--- src/sv/rlss_pkg.sv ---
// Shared types, register codes and reset values for the radio link supervisor.
// No dependencies; every other file refers to it by scoped names.
package rlss_pkg;

  typedef enum logic [2:0] {
    LS_START        = 3'd0,
    LS_CONNECTING   = 3'd1,
    LS_CONNECTED    = 3'd2,
    LS_LOST         = 3'd3,
    LS_DISCONNECTED = 3'd4,
    LS_TEST         = 3'd5
  } link_state_t;

  typedef enum logic [2:0] {
    CMD_NONE     = 3'd0,
    CMD_START    = 3'd1,
    CMD_SET_TIME = 3'd2,
    CMD_TEST     = 3'd3
  } cmd_t;

  typedef enum logic [2:0] {
    REG_START_EXCH   = 3'd0,
    REG_CONNECT_EXCH = 3'd1,
    REG_LOST_LIMIT   = 3'd2,
    REG_SYNC_EXCH    = 3'd3,
    REG_SYNC_SECOND  = 3'd4,
    REG_TIME_OFFSET  = 3'd5
  } reg_idx_t;

  localparam int unsigned ADDR_W = 5;
  localparam int unsigned DATA_W = 32;

  localparam logic [7:0] SYNC_GUARD    = 8'd10;
  localparam logic [5:0] SECS_PER_MIN  = 6'd60;
  localparam logic [7:0] CNT_MAX       = 8'd255;

  localparam logic [7:0] RST_START_EXCH   = 8'd3;
  localparam logic [7:0] RST_CONNECT_EXCH = 8'd10;
  localparam logic [7:0] RST_LOST_LIMIT   = 8'd20;
  localparam logic [7:0] RST_SYNC_EXCH    = 8'd3;
  localparam logic [5:0] RST_SYNC_SECOND  = 6'd55;
  localparam logic [7:0] RST_TIME_OFFSET  = 8'd65;

  typedef struct packed {
    logic [7:0] start_exchanges;
    logic [7:0] connect_exchanges;
    logic [7:0] lost_limit;
    logic [7:0] sync_exchange;
    logic [5:0] sync_second;
    logic [7:0] time_offset;
  } cfg_t;

  typedef struct packed {
    logic        ack_received;
    logic [2:0]  command;
    logic [31:0] srv_time;
  } in_item_t;

  typedef struct packed {
    link_state_t link_state;
    logic        fast_alarm_armed;
    logic        time_set_valid;
    logic [31:0] new_time;
    logic [7:0]  exchange_count;
  } out_item_t;

  // Residue mod 15: 16 == 1 (mod 15), so nibbles add up to the same residue.
  function automatic logic [3:0] mod15(input logic [31:0] v);
    logic [6:0] s;
    logic [4:0] f;
    s = '0;
    for (int i = 0; i < 8; i++) begin
      s = s + 7'(v[4*i +: 4]);
    end
    f = 5'(s[6:4]) + 5'(s[3:0]);
    if (f >= 5'd15) begin
      f = f - 5'd15;
    end
    return f[3:0];
  endfunction

endpackage

--- src/sv/rlss_cfg_regs.sv ---
// APB-style configuration register file for the radio link supervisor.
// Depends on rlss_pkg for the register codes, reset values and cfg_t.
module rlss_cfg_regs (
  input  logic                      clk,
  input  logic                      rst_n,
  input  logic                      psel,
  input  logic                      penable,
  input  logic                      pwrite,
  input  logic [rlss_pkg::ADDR_W-1:0] paddr,
  input  logic [rlss_pkg::DATA_W-1:0] pwdata,
  output logic [rlss_pkg::DATA_W-1:0] prdata,
  output logic                      pready,
  output rlss_pkg::cfg_t            cfg
);

  rlss_pkg::cfg_t   cfg_r;
  rlss_pkg::cfg_t   cfg_nxt;
  rlss_pkg::reg_idx_t idx;
  logic             wr_en;

  assign idx    = rlss_pkg::reg_idx_t'(paddr[rlss_pkg::ADDR_W-1:2]);
  assign wr_en  = psel && penable && pwrite;
  assign pready = 1'b1;
  assign cfg    = cfg_r;

  always_comb begin
    cfg_nxt = cfg_r;
    if (wr_en) begin
      unique case (idx)
        rlss_pkg::REG_START_EXCH:   cfg_nxt.start_exchanges   = pwdata[7:0];
        rlss_pkg::REG_CONNECT_EXCH: cfg_nxt.connect_exchanges = pwdata[7:0];
        rlss_pkg::REG_LOST_LIMIT:   cfg_nxt.lost_limit        = pwdata[7:0];
        rlss_pkg::REG_SYNC_EXCH:    cfg_nxt.sync_exchange     = pwdata[7:0];
        rlss_pkg::REG_SYNC_SECOND:  cfg_nxt.sync_second       = pwdata[5:0];
        rlss_pkg::REG_TIME_OFFSET:  cfg_nxt.time_offset       = pwdata[7:0];
        default: ;
      endcase
    end
  end

  always_comb begin
    unique case (idx)
      rlss_pkg::REG_START_EXCH:   prdata = 32'(cfg_r.start_exchanges);
      rlss_pkg::REG_CONNECT_EXCH: prdata = 32'(cfg_r.connect_exchanges);
      rlss_pkg::REG_LOST_LIMIT:   prdata = 32'(cfg_r.lost_limit);
      rlss_pkg::REG_SYNC_EXCH:    prdata = 32'(cfg_r.sync_exchange);
      rlss_pkg::REG_SYNC_SECOND:  prdata = 32'(cfg_r.sync_second);
      rlss_pkg::REG_TIME_OFFSET:  prdata = 32'(cfg_r.time_offset);
      default:                    prdata = '0;
    endcase
  end

  always_ff @(posedge clk) begin
    if (!rst_n) begin
      cfg_r.start_exchanges   <= rlss_pkg::RST_START_EXCH;
      cfg_r.connect_exchanges <= rlss_pkg::RST_CONNECT_EXCH;
      cfg_r.lost_limit        <= rlss_pkg::RST_LOST_LIMIT;
      cfg_r.sync_exchange     <= rlss_pkg::RST_SYNC_EXCH;
      cfg_r.sync_second       <= rlss_pkg::RST_SYNC_SECOND;
      cfg_r.time_offset       <= rlss_pkg::RST_TIME_OFFSET;
    end else begin
      cfg_r <= cfg_nxt;
    end
  end

endmodule

--- src/sv/rlss_link_fsm.sv ---
// Link state machine, saturating exchange counter and alarm flag.
// Depends on rlss_pkg; state advances once per request taken from the input stage.
module rlss_link_fsm (
  input  logic                clk,
  input  logic                rst_n,
  input  logic                adv,
  input  rlss_pkg::in_item_t  item,
  input  rlss_pkg::cfg_t      cfg,
  output rlss_pkg::out_item_t result
);

  rlss_pkg::link_state_t state_r;
  rlss_pkg::link_state_t state_nxt;
  rlss_pkg::link_state_t lost_st;
  logic [7:0]            cnt_r;
  logic [7:0]            cnt_nxt;
  logic [7:0]            cnt_inc;
  logic [7:0]            lost_cnt;
  logic                  alarm_r;
  logic                  alarm_nxt;
  logic                  changed;
  logic                  sec_match;
  logic                  tset;

  assign cnt_inc = (cnt_r == rlss_pkg::CNT_MAX) ? cnt_r : cnt_r + 8'd1;

  // Server second-of-minute equals sync_second, via mod 4 and mod 15 residues.
  assign sec_match = (cfg.sync_second < rlss_pkg::SECS_PER_MIN) &&
                     (item.srv_time[1:0] == cfg.sync_second[1:0]) &&
                     (rlss_pkg::mod15(item.srv_time) ==
                      rlss_pkg::mod15(32'(cfg.sync_second)));

  // Next state
  always_comb begin
    state_nxt = state_r;
    lost_st   = state_r;
    lost_cnt  = cnt_inc;
    if (!item.ack_received) begin
      if (state_r == rlss_pkg::LS_START || state_r == rlss_pkg::LS_CONNECTING ||
          state_r == rlss_pkg::LS_CONNECTED) begin
        lost_st  = rlss_pkg::LS_LOST;
        lost_cnt = '0;
      end
      if (lost_st == rlss_pkg::LS_LOST && lost_cnt >= cfg.lost_limit) begin
        state_nxt = rlss_pkg::LS_DISCONNECTED;
      end else begin
        state_nxt = lost_st;
      end
    end else begin
      case (item.command)
        rlss_pkg::CMD_NONE: begin
          unique case (state_r)
            rlss_pkg::LS_START:
              if (cnt_inc == cfg.start_exchanges) state_nxt = rlss_pkg::LS_CONNECTING;
            rlss_pkg::LS_CONNECTING:
              if (cnt_inc == cfg.connect_exchanges) state_nxt = rlss_pkg::LS_CONNECTED;
            rlss_pkg::LS_LOST,
            rlss_pkg::LS_DISCONNECTED:
              state_nxt = rlss_pkg::LS_CONNECTING;
            default: ;
          endcase
        end
        rlss_pkg::CMD_START: state_nxt = rlss_pkg::LS_START;
        rlss_pkg::CMD_TEST:  state_nxt = rlss_pkg::LS_TEST;
        default: ;
      endcase
    end
  end

  // Outputs and side registers
  always_comb begin
    changed   = (state_nxt != state_r);
    cnt_nxt   = changed ? 8'd0 : cnt_inc;
    alarm_nxt = alarm_r;
    if (changed) begin
      alarm_nxt = !(state_nxt == rlss_pkg::LS_CONNECTED ||
                    state_nxt == rlss_pkg::LS_DISCONNECTED);
    end
    tset = 1'b0;
    if (item.ack_received) begin
      if (item.command == rlss_pkg::CMD_SET_TIME) begin
        tset = 1'b1;
      end else if (item.command == rlss_pkg::CMD_NONE &&
                   state_r == rlss_pkg::LS_CONNECTED &&
                   cnt_inc < rlss_pkg::SYNC_GUARD &&
                   cnt_inc == cfg.sync_exchange && !sec_match) begin
        tset = 1'b1;
      end
    end
    result.link_state       = state_nxt;
    result.fast_alarm_armed = alarm_nxt;
    result.time_set_valid   = tset;
    result.new_time         = tset ? item.srv_time + 32'(cfg.time_offset) : 32'd0;
    result.exchange_count   = cnt_nxt;
  end

  always_ff @(posedge clk) begin
    if (!rst_n) begin
      state_r <= rlss_pkg::LS_START;
      cnt_r   <= '0;
      alarm_r <= 1'b0;
    end else if (adv) begin
      state_r <= state_nxt;
      cnt_r   <= cnt_nxt;
      alarm_r <= alarm_nxt;
    end
  end

endmodule

--- src/sv/radio_link_state_supervisor.sv ---
// Radio link state supervisor: input register, link FSM, result register.
// Result registered from the input register via the combinational FSM update; one request
// per cycle sustained while out_ready stays high.
// Synchronous active-low reset: link in start state, counter 0, alarm disarmed,
// configuration registers at their defaults, both pipeline stages empty.
// Depends on rlss_pkg, rlss_cfg_regs and rlss_link_fsm.
module radio_link_state_supervisor (
  input  logic                          clk,
  input  logic                          rst_n,
  input  logic                          in_valid,
  output logic                          in_ready,
  input  rlss_pkg::in_item_t            in_data,
  output logic                          out_valid,
  input  logic                          out_ready,
  output rlss_pkg::out_item_t           out_data,
  input  logic                          cfg_psel,
  input  logic                          cfg_penable,
  input  logic                          cfg_pwrite,
  input  logic [rlss_pkg::ADDR_W-1:0]   cfg_paddr,
  input  logic [rlss_pkg::DATA_W-1:0]   cfg_pwdata,
  output logic [rlss_pkg::DATA_W-1:0]   cfg_prdata,
  output logic                          cfg_pready
);

  rlss_pkg::cfg_t      cfg;
  rlss_pkg::in_item_t  item_r;
  rlss_pkg::out_item_t result;
  rlss_pkg::out_item_t out_r;
  logic                item_valid_r;
  logic                out_valid_r;
  logic                adv;

  // Request moves from the input stage to the result register.
  assign adv       = item_valid_r && (!out_valid_r || out_ready);
  assign in_ready  = !item_valid_r || adv;
  assign out_valid = out_valid_r;
  assign out_data  = out_r;

  rlss_cfg_regs u_cfg (
    .clk     (clk),
    .rst_n   (rst_n),
    .psel    (cfg_psel),
    .penable (cfg_penable),
    .pwrite  (cfg_pwrite),
    .paddr   (cfg_paddr),
    .pwdata  (cfg_pwdata),
    .prdata  (cfg_prdata),
    .pready  (cfg_pready),
    .cfg     (cfg)
  );

  rlss_link_fsm u_fsm (
    .clk    (clk),
    .rst_n  (rst_n),
    .adv    (adv),
    .item   (item_r),
    .cfg    (cfg),
    .result (result)
  );

  always_ff @(posedge clk) begin
    if (!rst_n) begin
      item_valid_r <= 1'b0;
      out_valid_r  <= 1'b0;
    end else begin
      if (in_ready) begin
        item_valid_r <= in_valid;
      end
      if (adv) begin
        out_valid_r <= 1'b1;
      end else if (out_ready) begin
        out_valid_r <= 1'b0;
      end
    end
  end

  always_ff @(posedge clk) begin
    if (in_valid && in_ready) begin
      item_r <= in_data;
    end
    if (adv) begin
      out_r <= result;
    end
  end

  a_adv_fills_out: assert property (@(posedge clk) disable iff (!rst_n)
    adv |=> out_valid_r)
    else $error("result register not loaded after advance");

  a_accept_fills_stage: assert property (@(posedge clk) disable iff (!rst_n)
    (in_valid && in_ready) |=> item_valid_r)
    else $error("input stage empty after accept");

  a_no_time_zero: assert property (@(posedge clk) disable iff (!rst_n)
    (out_valid_r && !out_r.time_set_valid) |-> (out_r.new_time == 32'd0))
    else $error("new_time nonzero without time set");

  a_alarm_off: assert property (@(posedge clk) disable iff (!rst_n)
    (out_valid_r && (out_r.link_state == rlss_pkg::LS_CONNECTED ||
                     out_r.link_state == rlss_pkg::LS_DISCONNECTED))
    |-> !out_r.fast_alarm_armed)
    else $error("alarm armed in connected or disconnected state");

endmodule

--- config.mk ---
export PLATFORM = sky130hd
export DESIGN_NAME = radio_link_state_supervisor
export DESIGN_NICKNAME = d
export VERILOG_FILES = /design/src/sv/rlss_pkg.sv /design/src/sv/rlss_cfg_regs.sv /design/src/sv/rlss_link_fsm.sv /design/src/sv/radio_link_state_supervisor.sv
export SDC_FILE = /design/constraint.sdc
export NUM_CORES = 1
export LEC_CHECK = 0
export ABC_AREA = 1
export BUFFER_PORTS_ARGS = -buffer_cell sky130_fd_sc_hd__buf_2
export CORE_MARGIN = 2
export CORE_UTILIZATION = 61
export CTS_CLUSTER_SIZE = 40
export DETAILED_ROUTE_END_ITERATION = 16
export HOLD_SLACK_MARGIN = 0.12
export PLACE_DENSITY = 0.87
export SYNTH_ARGS = -nofsm -noshare
export SYNTH_HDL_FRONTEND = slang
export SYNTH_SLANG_ARGS = --single-unit
--- constraint.sdc ---
create_clock -name clk -period 15.75 [get_ports clk]
set_input_delay 0.7875 -clock clk [delete_from_list [all_inputs] [get_ports clk]]
set_output_delay 0.7875 -clock clk [all_outputs]
set_load 0.1 [all_outputs]
Word level (Yosys, flattened, before mapping). Index checks and enable logic that the tools add are counted.

Divide/modulo/power cells: 0. Shift-type cells: 0. Muxes and demuxes: 21. Multiply operators: 0. Reduce and logical (&&, ||, !) cells: 31. Bitwise gates (word level): 0. $lt $le $gt $ge: 5. Add/sub/neg operators: 14. Equal/unequal tests: 22.

Operator list (count): 8-bit case mux with 6 select lines (1); 7-bit by 4-bit adder with 7-bit output (6); 32-bit by 8-bit adder with 32-bit output (1); 8-bit two-way mux (4); 3-bit by 2-bit == test with 1-bit output (second input constant) (8); 8-bit == test (3); 3-bit two-way mux (6); 3-bit case mux with 3 select lines (2); 3-bit == test (second input constant) (4); 2-bit AND reduction (6); 1-bit logical AND (11); 5-bit by 4-bit greater-or-equal comparator with 1-bit output (second input constant) (2); 3-bit by 1-bit == test with 1-bit output (second input constant) (3); 3-bit zero test (3); 8-bit by 1-bit adder with 8-bit output (second input constant) (1); 8-bit == test (second input constant) (1); 8-bit greater-or-equal comparator (1); 8-bit by 4-bit < comparator with 1-bit output (second input constant) (1); 4-bit two-way mux (2); 4-bit subtractor (second input constant) (2); 6-bit < comparator (second input constant) (1); 1-bit two-way mux (6); 1-bit by 4-bit adder with 5-bit output (1); 3-bit by 4-bit adder with 5-bit output (1); other kinds (9) (16).

Memories kept: 0. Word-level logic and storage cells: 112. ROM bits: 0. Bits of input ports: 80. Register bits after elaboration: 141. Output and inout port bits: 80. RAM bits: 0. Bits in latches: 0.

Logic depth before layout (Yosys ltp).
Depth in word-level cells: 17. Mapped depth: 33. Gate-level depth less buffers: 32.

Cells and area by module. A second synthesis with hierarchy kept.

Cells, all modules: 1178. Area, all modules: 9301.4 um^2.

By module, submodules not included: rlss_link_fsm (area each 4164.0 um^2, cells an instance 690, instances 1, sequential area each 240.2 um^2); rlss_cfg_regs (area each 2610.0 um^2, cells an instance 394, instances 1, sequential area each 920.9 um^2); radio_link_state_supervisor (area each 2527.4 um^2, cells an instance 94, instances 1, sequential area each 2472.4 um^2).

Least setup slack after synthesis. Ideal clock, no wire load.

Path type: flip-flop to flip-flop. Start: register item_r[0] (netlist name). End: register out_r, in the netlist out_data[22], data pin. Period minus slack after synthesis: 6.472 ns. Buffers on the path: 1. Stages on the path, launching flop included: 32. Path slack: 9.278 ns. Setup time: 0.256 ns. Data arrival time: 6.216 ns. Required time: 15.494 ns. Cell sequence: edfxtp_1 -> ha_1 -> fa_1 -> xor2_1 -> fa_1 -> inv_1 -> fa_1 -> fa_1 -> fa_1 -> inv_1 -> ha_1 -> nand2_1 -> nor2_1 -> a211oi_1 -> xor2_1 -> ha_1 -> fa_1 -> ha_1 -> inv_1 -> a21oi_1 -> nand2_1 -> nand2_1 -> xor2_1 -> or2_2 -> nand3_1 -> nor2_1 -> nand3_1 -> nand2_1 -> nand2_1 -> nand2_1 -> buf_2 -> nor2_1.

Word-level cells in the longest chain between the ends: 17. Elaborated cells on any way between the ends: 21. Those cells by class: 10 x add/sub; 1 x order compare; 2 x eq/ne; 4 x mux; 4 x reduce/logical.

RTL lines: start, declared (RTL line radio_link_state_supervisor.sv:26) `rlss_pkg::in_item_t item_r;`; start signal, assigned (RTL line radio_link_state_supervisor.sv:79) `item_r <= in_data;`; 4-bit by 4-bit adder with 5-bit output (RTL line rlss_pkg.sv:73) `s = s + 7'(v[4*i +: 4]);`; 7-bit by 4-bit adder with 7-bit output (6 in a row) (RTL line rlss_pkg.sv:73); 3-bit by 4-bit adder with 5-bit output (RTL line rlss_pkg.sv:75) `f = 5'(s[6:4]) + 5'(s[3:0]);`; 4-bit subtractor or 5-bit by 4-bit greater-or-equal comparator with 1-bit output (tied branches) (RTL line rlss_pkg.sv:77, rlss_pkg.sv:76); 4-bit two-way mux (RTL line rlss_pkg.sv:76) `if (f >= 5'd15) begin`; 4-bit == test (RTL line rlss_link_fsm.sv:30) `(rlss_pkg::mod15(item.srv_time) ==`; 1-bit logical AND (RTL line rlss_link_fsm.sv:29) `(item.srv_time[1:0] == cfg.sync_second[1:0]) &&`; 1-bit zero test (RTL line rlss_link_fsm.sv:86) `cnt_inc == cfg.sync_exchange && !sec_match) begin`; 1-bit logical AND (RTL line rlss_link_fsm.sv:86); 1-bit two-way mux (RTL line rlss_link_fsm.sv:83) `end else if (item.command == rlss_pkg::CMD_NONE &&`; 1-bit two-way mux (RTL line rlss_link_fsm.sv:81) `if (item.command == rlss_pkg::CMD_SET_TIME) begin`; 1-bit two-way mux (RTL line rlss_link_fsm.sv:80) `if (item.ack_received) begin`; end signal, assigned (RTL line radio_link_state_supervisor.sv:82) `out_r <= result;`; end, declared (RTL line radio_link_state_supervisor.sv:28) `rlss_pkg::out_item_t out_r;`.

Parallel ways exist; a longest one is shown, timed or not. A chain may end at the register's enable or synchronous reset.

Worst setup path in the final report.
Start: register item_r[0] (netlist name). End: register out_r, in the netlist out_data[13], data pin.

The elaborated chain is that of the path after synthesis.

==> flow_metrics.tcl <==
set metrics [dict create \
    status "completed" \
    final_util_pct 70.3 \
    crit_fanout 33 \
    cts_tree "built" \
    globalRouteMet2Util_pct 46.2 \
    synth_top_area_share_pct 28.5 \
    nFillCells 1098 \
    avgSynthCellArea_um2 8.47 \
    coreArea_mm2 0.0138 \
    drt-total-wl_um 20800 \
    slew_headroom_pct 30.1 \
    detail_route.drc_violations 0 \
    synthTopCellsByCount "nand2_1, inv_1, nor2_1" \
    crit_path_max_incr_delay_ns 0.76 \
    dieWidth_um 122 \
    grt_usage_pct 29.5 \
    clk_path_buf_depth 2 \
    clockRootBuffer "clkbuf_16" \
    grt_max_degree 54 \
    viasPerCell 5.56 \
    cp-end-kind "register" \
    grt.met3_usage_pct 6.32 \
    portBuffers 108 \
    hold_path.class "register to register" \
    crit_type "register to register" \
    drtIter0Drc 734 \
    hold_buffers 0 \
    clock_skew_ns 0.0108 \
    p_comb_share_pct 49.0 \
    first_global_vias 6763 \
    clock_latency_ns 0.43 \
    numCtsBuffers 17 \
    grt_overflow 0 \
    synth_most_common_cell "nand2_1" \
    drt-pass1-iter-count 5 \
    critPathArrivalTime_ns 7.95 \
    htreeDepth 4 \
    syn2layout_area_growth_pct 13.7 \
    peakVddDrop_mv 0.249 \
    top_usage_layer "met2" \
    p_leak_nw 4.44 \
    hold_viol_final 0 \
    syn_inst 1006 \
    clkSinkCount 141 \
    antennaDiodeCount 0 \
    p_int_w 0.000938 \
    synth_top_area_cell "edfxtp_1" \
    worstMarginPinSlew_ns 1.05 \
    synth_async_sr_flop_share_pct 0 \
    clkTransAtPathRegs_ns 0.06 \
    hpwl_um 15300 \
    syn-cell-area_mm2 0.00852 \
    ys_ff_latch 141 \
    use_met1_pct 39.5 \
    std_cell_rows 43 \
    die_area_mm2 0.0149 \
    slowest_stage "nand2_1" \
    p_sw_share_pct 40.4 \
    nets 1260 \
    vias 7290 \
    power_density_mw_per_mm2 163 \
    synth_edf_count 81 \
    fmax_ghz 0.128 \
    critPathLaunchType "register" \
    fin_tns_setup_ns 0 \
    synth.area.top_cells "edfxtp_1, dfxtp_1, nand2_1" \
    post_cts_buffers 0 \
    fin_crit_sh_pct 49.6 \
    required_ns 15.88 \
    slew_viol_final 0 \
    period_needed_ns 7.82 \
    ys_seq_area_share_pct 42.6 \
    rsz0062_at_grt "no" \
    detail-route-antenna-nets 0 \
    report.final.setup_viol 0 \
    gp_congestion 0.963 \
    ys.flop_type "edfxtp_1" \
    grt_pass1_wl_um 33300 \
    pwr-share-clk_pct 24.2 \
    drv_cap 0 \
    ios 160 \
    initial_core_util_pct 61.9 \
    fp.dieH_um 122 \
    cts-resized-gates 0 \
    power.switching_w 0.000637 \
    wire_per_inst_um 15.9 \
    seqPwrFrac_pct 26.8 \
    synth_cell_types 46 \
    antenna_found_initial 0 \
    yosys_warnings 0 \
    drive_above_1_share_pct 14.9 \
]
[kinds of logic after synthesis]
family,share of synthesized area (%)
AO/OA/AOI/OAI,9.84
XOR/XNOR,5.45
adder cells (fa/ha/maj),11.2
buffers and inverters,9.43
flip-flops,42.6
multiplexers,0.117
other,0.0881
AND/OR/NAND/NOR,21.3
[sequential cells by signal, indices dropped and copies added, names as in the netlist]
register,flops
u_fsm.alarm_r,1
u_fsm.cnt_r,8
u_fsm.state_r,3
u_cfg.cfg,46
item_r,36
out_valid,1
out_data,45
item_valid_r,1
[placed cells by master, fill, tap and decap left out, drive strengths merged, types with 2 or more instances in the layout]
master	count
fa	22
nand3b	5
xnor2	21
buf	109
or2	2
a221oi	5
inv	142
o2111ai	3
o21ai	50
ha	41
nand3	60
nor4	6
dfxtp	60
o22ai	3
o21a	6
xor2	32
a21oi	54
nand4	12
clkbuf	25
nand2	187
a22oi	4
edfxtp	81
conb	25
a31oi	2
o21bai	3
o221ai	3
nor3	15
nor2	126
o211ai	8
clkinv	10
[power groups by stage]
| stage | clock [W] | combinational (W) | sequential, W |
|---|---|---|---|
| 6_report | 0.000382 | 0.000772 | 0.000422 |
| 5_1_grt | 0.000402 | 0.000873 | 0.000423 |
| 4_1_cts | 0.000383 | 0.000770 | 0.000421 |
| 3_5_place_dp | 0 | 0.000765 | 0.000429 |
| 3_3_place_gp | 0 | 0.000725 | 0.000428 |
| 2_1_floorplan | 0 | 0.000593 | 0.000468 |
[cell type report]
| type | count | area (um^2) | share of cell area (%) |
|---|---|---|---|
| inverter | 146 | 548 | 5.66 |
| timing repair buffer | 109 | 548 | 5.66 |
| clock buffer | 25 | 497 | 5.13 |
| multi-input combinational | 702 | 4170 | 43.1 |
| sequential | 141 | 3630 | 37.5 |
| tap | 180 | 225 | 2.32 |
| clock inverter | 7 | 63.8 | 0.659 |
[metrics by stage]
| stage | area, um^2 | hold slack [ns] | std cells | total power [W] | setup WS (ns) |
|---|---|---|---|---|---|
| 2_1_floorplan | 8610 | 0.445 | 1029 | 0.00106 | 9.28 |
| 3_3_place_gp | 9130 | 0.460 | 1278 | 0.00115 | 8.33 |
| 3_5_place_dp | 9130 | 0.470 | 1278 | 0.00119 | 8.09 |
| 4_1_cts | 9690 | 0.477 | 1310 | 0.00157 | 7.96 |
| 5_1_grt | 9690 | 0.496 | 1310 | 0.00170 | 7.42 |
| 6_report | 9690 | 0.483 | 1310 | 0.00158 | 7.93 |
[path summary, 6_finish.rpt]
check / startpoint / to / slack [ns] / cells after the start
max: item_r[0] / out_data[13] / 7.93 / 30
min reg2reg: u_cfg.cfg[19] / u_cfg.cfg[19] / 0.48 / 2
max reg2reg: item_r[0] / out_data[13] / 7.93 / 30
min: u_cfg.cfg[19] / u_cfg.cfg[19] / 0.48 / 2
[metal layers]
layer  wire (um)  share of wire [%]  vias up
met3        1900                9.1       56
met1        8690                 42     3326
met2        9650                 46      403
met4         606                2.9        0
met5           0                  0        -
li1            -                  -     3505
[critical path: cells and delay by family (launching register included)]
family	cells	cell delay [ns]
fa+ha+maj	10	4.13
simple gates	12	1.79
xor+xnor	3	0.51
flops	1	0.45
compound gates	2	0.44
buf+inv	3	0.19
Note: power is estimated with default switching activity, not from simulation.
